--- config.mk ---
export PLATFORM = sky130hd
export DESIGN_NAME = sme_alu
export DESIGN_NICKNAME = d
export VERILOG_FILES = /design/src/sv/stack_machine_execute_unit_assert.svh /design/src/sv/sme_pkg.sv /design/src/sv/sme_alu.sv
export SDC_FILE = /design/constraint.sdc
export NUM_CORES = 2
export LEC_CHECK = 0
export BUFFER_PORTS_ARGS = -buffer_cell sky130_fd_sc_hd__buf_2
export CAP_MARGIN = 10
export CORE_MARGIN = 1
export CORE_UTILIZATION = 47
export CTS_BUF_LIST = sky130_fd_sc_hd__clkbuf_4 sky130_fd_sc_hd__clkbuf_8 sky130_fd_sc_hd__clkbuf_16
export DETAILED_ROUTE_END_ITERATION = 7
export GPL_TIMING_DRIVEN = 0
export PLACE_DENSITY = 0.7
export SLEW_MARGIN = 25
export SYNTH_ARGS = -nofsm -noshare
export SYNTH_HDL_FRONTEND = slang
export SYNTH_SLANG_ARGS = --single-unit
--- constraint.sdc ---
create_clock -name clk_i -period 11.47 [get_ports clk_i]
set_input_delay 2.294 -clock clk_i [delete_from_list [all_inputs] [get_ports clk_i]]
set_output_delay 2.294 -clock clk_i [all_outputs]
set_load 0.1 [all_outputs]
--- src/sv/stack_machine_execute_unit_assert.svh ---
`ifndef STACK_MACHINE_EXECUTE_UNIT_ASSERT_SVH
`define STACK_MACHINE_EXECUTE_UNIT_ASSERT_SVH

// Concurrent check on clk_i, masked while rst_ni is low.
`define SME_ASSERT(label, prop, msg) \
  label: assert property (@(posedge clk_i) disable iff (!rst_ni) (prop)) else $error(msg);

// Condition that must never be seen at a clock edge.
`define SME_NEVER(label, cond, msg) \
  `SME_ASSERT(label, !(cond), msg)

`endif

--- src/sv/sme_pkg.sv ---
package sme_pkg;

  localparam int unsigned DATA_W         = 32;
  localparam int unsigned OP_W           = 4;
  localparam int unsigned STATUS_W       = 4;
  localparam int unsigned CFG_W          = 11;
  localparam logic [CFG_W-1:0] CFG_RESET = 11'd1024;
  localparam int unsigned STACK_DEPTH_DEF = 256;
  localparam int unsigned PROG_DEPTH_DEF  = 1024;
  localparam int unsigned DIV_STEPS       = 32;

  typedef enum logic [OP_W-1:0] {
    OP_ADD   = 4'd0,
    OP_SUB   = 4'd1,
    OP_MUL   = 4'd2,
    OP_DIV   = 4'd3,
    OP_LT    = 4'd4,
    OP_GT    = 4'd5,
    OP_PUSH  = 4'd6,
    OP_JMP   = 4'd7,
    OP_JZ    = 4'd8,
    OP_PRINT = 4'd9,
    OP_HALT  = 4'd10
  } op_e;

  typedef enum logic [STATUS_W-1:0] {
    ST_OK      = 4'd0,
    ST_HALT    = 4'd1,
    ST_OVER    = 4'd2,
    ST_UNDER   = 4'd3,
    ST_DIVZ    = 4'd4,
    ST_TARGET  = 4'd5,
    ST_PCRANGE = 4'd6,
    ST_OPCODE  = 4'd7,
    ST_STOPPED = 4'd8
  } status_e;

  typedef enum logic [2:0] {
    CS_IDLE,
    CS_DECODE,
    CS_FETCH,
    CS_EXEC,
    CS_FINISH
  } ctl_state_e;

  typedef enum logic [1:0] {
    AS_IDLE,
    AS_DIV,
    AS_SIGN
  } alu_state_e;

  typedef struct packed {
    logic              start;
    op_e               op;
    logic [DATA_W-1:0] lhs;
    logic [DATA_W-1:0] rhs;
  } alu_req_t;

  typedef struct packed {
    logic              done;
    logic [DATA_W-1:0] result;
  } alu_rsp_t;

  typedef struct packed {
    logic              commit;
    status_e           status;
    logic              print_valid;
    logic [DATA_W-1:0] print_value;
  } res_t;

endpackage

--- src/sv/sme_alu.sv ---
module sme_alu import sme_pkg::*; (
  input  logic     clk_i,
  input  logic     rst_ni,
  input  alu_req_t req_i,
  output alu_rsp_t rsp_o
);

  localparam int unsigned CNT_W = $clog2(DIV_STEPS);
  localparam logic [CNT_W-1:0] CNT_LAST = CNT_W'(DIV_STEPS - 1);

  alu_state_e        state_q, state_d;
  logic              done_q, done_d;
  logic [CNT_W-1:0]  cnt_q, cnt_d;
  logic [DATA_W-1:0] res_q, res_d;
  logic [DATA_W-1:0] rem_q, rem_d;
  logic [DATA_W-1:0] quo_q, quo_d;
  logic [DATA_W-1:0] dvs_q, dvs_d;
  logic              neg_q, neg_d;

  logic [DATA_W:0]   rem_sh;
  logic [DATA_W:0]   diff;
  logic [DATA_W-1:0] lhs_mag;
  logic [DATA_W-1:0] rhs_mag;
  logic [DATA_W-1:0] mul_lo;
  logic [DATA_W-1:0] simple_res;

  assign rem_sh  = {rem_q, quo_q[DATA_W-1]};
  assign diff    = rem_sh - {1'b0, dvs_q};
  assign lhs_mag = req_i.lhs[DATA_W-1] ? -req_i.lhs : req_i.lhs;
  assign rhs_mag = req_i.rhs[DATA_W-1] ? -req_i.rhs : req_i.rhs;
  assign mul_lo  = req_i.lhs * req_i.rhs;

  always_comb begin
    case (req_i.op)
      OP_ADD:  simple_res = req_i.lhs + req_i.rhs;
      OP_SUB:  simple_res = req_i.lhs - req_i.rhs;
      OP_MUL:  simple_res = mul_lo;
      OP_LT:   simple_res = DATA_W'($signed(req_i.lhs) < $signed(req_i.rhs));
      OP_GT:   simple_res = DATA_W'($signed(req_i.lhs) > $signed(req_i.rhs));
      default: simple_res = '0;
    endcase
  end

  always_comb begin
    state_d = state_q;
    done_d  = 1'b0;
    cnt_d   = cnt_q;
    res_d   = res_q;
    rem_d   = rem_q;
    quo_d   = quo_q;
    dvs_d   = dvs_q;
    neg_d   = neg_q;
    unique case (state_q)
      AS_IDLE: begin
        if (req_i.start) begin
          if (req_i.op == OP_DIV) begin
            rem_d   = '0;
            quo_d   = lhs_mag;
            dvs_d   = rhs_mag;
            neg_d   = req_i.lhs[DATA_W-1] ^ req_i.rhs[DATA_W-1];
            cnt_d   = '0;
            state_d = AS_DIV;
          end else begin
            res_d  = simple_res;
            done_d = 1'b1;
          end
        end
      end
      AS_DIV: begin
        // restoring divide, one quotient bit per cycle
        if (!diff[DATA_W]) begin
          rem_d = diff[DATA_W-1:0];
          quo_d = {quo_q[DATA_W-2:0], 1'b1};
        end else begin
          rem_d = rem_sh[DATA_W-1:0];
          quo_d = {quo_q[DATA_W-2:0], 1'b0};
        end
        cnt_d = cnt_q + CNT_W'(1);
        if (cnt_q == CNT_LAST) begin
          state_d = AS_SIGN;
        end
      end
      AS_SIGN: begin
        res_d   = neg_q ? -quo_q : quo_q;
        done_d  = 1'b1;
        state_d = AS_IDLE;
      end
      default: state_d = AS_IDLE;
    endcase
  end

  always_ff @(posedge clk_i or negedge rst_ni) begin
    if (!rst_ni) begin
      state_q <= AS_IDLE;
      done_q  <= 1'b0;
      cnt_q   <= '0;
    end else begin
      state_q <= state_d;
      done_q  <= done_d;
      cnt_q   <= cnt_d;
    end
  end

  always_ff @(posedge clk_i) begin
    res_q <= res_d;
    rem_q <= rem_d;
    quo_q <= quo_d;
    dvs_q <= dvs_d;
    neg_q <= neg_d;
  end

  assign rsp_o.done   = done_q;
  assign rsp_o.result = res_q;

endmodule

==> results.sh <==
export IMPL_status="finished clean"
export IMPL_clk_pin_slew_ns=0.06
export IMPL_dp_slack_ns=0.239
export IMPL_fin_nets=3960
export IMPL_synth_flop_cell="edfxtp_1"
export IMPL_layout_drive_gt1_share_pct=5.26
export IMPL_fmax_mhz=91.0
export IMPL_critPathLaunchType="primary input"
export IMPL_cts_root_buffer="clkbuf_16"
export IMPL_syn_to_final_growth_pct=7.84
export IMPL_grt_max_degree=47
export IMPL_routabilityCongestion=1.01
export IMPL_overflow=0
export IMPL_synth_avg_cell_area_sq_um=8.87
export IMPL_hold_class="flop to flop"
export IMPL_num_vias=23100
export IMPL_skew_ns=0.00968
export IMPL_grt_pass1_wl_um=145000
export IMPL_crit_top_cell="fa_1"
export IMPL_critical_path_endpoint_type="flop"
export IMPL_core_area_sq_um=58000
export IMPL_synthCells=3128
export IMPL_syn_nets=3833
export IMPL_synth_async_sr_flop_share_pct=5.84
export IMPL_routed_wl_um=95800
export IMPL_cpLargestDelayFamily="adder cells"
export IMPL_tns_ns=0
export IMPL_rsz0062_at_grt="no"
export IMPL_die_y_um=245
export IMPL_drt_first_pass_iters=6
export IMPL_cts_tree="yes"
export IMPL_final_cell_mix="inv_1, fa_1, nand2_1, and2_1, ha_1"
export IMPL_post_cts_buffers=0
export IMPL_hpwl_um=80100
export IMPL_worstPathBufferInverterCount=5
export IMPL_synth_edf_count=129
export IMPL_antenna_left=0
export IMPL_final_common_cell="inv_1"
export IMPL_setup_viol=0
export IMPL_clkSinkCount=137
export IMPL_n_fill_cell=5505
export IMPL_worstSetupPathType="primary input to flop"
export IMPL_htree_levels=4
export IMPL_worst_ep_arrival_time_ns=11.17
export IMPL_grt_usage_pct=32.7
export IMPL_cts_hold_buf=0
export IMPL_seqCellArea_sq_um=4070
export IMPL_fin_crit_ns=10.99
export IMPL_cts_buffer_depth=2
export IMPL_slowest_stage="clkbuf_1"
export IMPL_clk_latency_ns=0.45
export IMPL_viasPerCell=5.71
export IMPL_syn_area_sq_um=27700
export IMPL_numCtsBuffers=17
export IMPL_yosysWarnings=0
export IMPL_ys_ff_latch=137
export IMPL_yosysSeqAreaShare_pct=14.7
export IMPL_finalHoldViolCount=0
export IMPL_finalMaxSlewViolations=0
export IMPL_yosysUniqueCellTypes=78
export IMPL_drc=0
export IMPL_wl_per_cell_um=23.7
export IMPL_multiInputGateArea_sq_um=21200
export IMPL_cp_max_fo=11
export IMPL_die_w_um=245
export IMPL_maxSlewHeadroom_pct=23.3
export IMPL_cts_resized=0
export IMPL_die_area_sq_um=60000
export IMPL_fin_crit_sh_pct=95.8
export IMPL_fp_row_count=88
export IMPL_worstMarginPinSlew_ns=1.15
export IMPL_port_buffers=102
export IMPL_finalWorstSetupSlack_ns=0.481
export IMPL_initial_core_util_pct=47.8
export IMPL_cap_violations=0
export IMPL_cp_data_required_time_ns=11.65
export IMPL_io_pins=104
export IMPL_drt_iter0_markers=2007
export IMPL_stdcell_count=4041
export IMPL_max_stage_delay_ns=0.88
export IMPL_grt_pass1_vias=23600
export IMPL_grt_antenna_before_repair=8
export IMPL_place_inst=4001
## worst register-to-register path, stage by stage (launching register included)
cell and delay [ns]:
edfxtp_1 0.38, inv_1 0.06, ha_1 0.21, fa_1 0.41, nor2b_1 0.16, o31a_1 0.20, o41a_1 0.22, a32o_1 0.19
nor2_1 0.08, o31ai_1 0.47, o221ai_1 0.28, xnor2_2 0.58, clkbuf_1 0.51, mux2i_1 0.24, nor2_1 0.05
## layout make-up
type                       instances  share of cell area (%)
buffer                           164                    2.11
timing repair buffer             108                    2.02
clock buffer                      18                    1.45
sequential                       137                    13.6
clock inverter                    14                   0.456
inverter                         490                    6.15
tap                              765                    3.20
antenna                            8                  0.0669
multi-input combinational       2337                    70.9
## routing by layer
metal	global-route usage (%)	wire length, um	vias up
met3	8.13	10500	257
met5	0	25	-
met2	49.8	41300	1104
met4	16.8	5510	4
met1	42.9	38500	11400
li1	-	-	10300
## through the flow
step           hold slack, ns  cell area [sq um]  utilization (%)
3_5_place_dp            0.506              29300             50.5
6_report                0.511              29900             51.6
3_3_place_gp            0.499              29200             50.3
2_1_floorplan           0.472              27700                -
4_1_cts                 0.514              29900             51.5
5_1_grt                 0.546              29900             51.5
## flip-flops by register name, summed over array words and instances (netlist names)
signal	flops
done_q	1
rem_q	32
res_q	32
quo_q	32
state_q	2
cnt_q	5
neg_q	1
dvs_q	32
## synth_stat cells, drive strengths merged, types with 21 or more instances
cell / count / area share (%)
a21o: 39 / 1.1
a21oi: 116 / 2.1
and2: 260 / 5.9
clkbuf: 152 / 2.1
edfxtp: 129 / 14
fa: 411 / 30
ha: 223 / 10
inv: 487 / 6.6
mux2i: 35 / 1.3
nand2: 329 / 4.5
nand2b: 24 / 0.54
nand3: 31 / 0.56
nor2: 174 / 2.4
nor3: 29 / 0.52
o21ai: 133 / 2.4
o21bai: 21 / 0.57
o31ai: 38 / 1.1
xnor2: 154 / 4.9
xor2: 74 / 2.3
## path summary, 6_finish.rpt
kind	cells past startpoint	slack, ns	end	start
min reg2reg	1	0.51	cnt_q[0]	cnt_q[0]
max reg2reg	14	7.16	rem_q[29]	quo_q[31]
min in group asynchronous	1	1.69	done_q	rst_ni
min	1	0.51	cnt_q[0]	cnt_q[0]
max in group asynchronous	1	9.60	cnt_q[3]	rst_ni
max	25	0.48	res_q[31]	req_i[7]
## logic make-up (layout without fill, tap and decap cells)
| logic type | Yosys count | in the layout | share of synthesized area, % |
|---|---|---|---|
| buffers and inverters | 654 | 794 | 8.90 |
| AOI/OAI and AO/OA | 498 | 498 | 11.5 |
| other | 0 | 8 | 0 |
| xor gates and xnor gates | 228 | 228 | 7.23 |
| muxes | 35 | 35 | 1.26 |
| and+or+nand+nor | 942 | 942 | 16.7 |
| DFF | 137 | 137 | 14.7 |
| adders and majority gates | 634 | 634 | 39.7 |
Power is not shown: default switching activity piles up to over one toggle a cycle in this logic, so the estimate is an artifact.
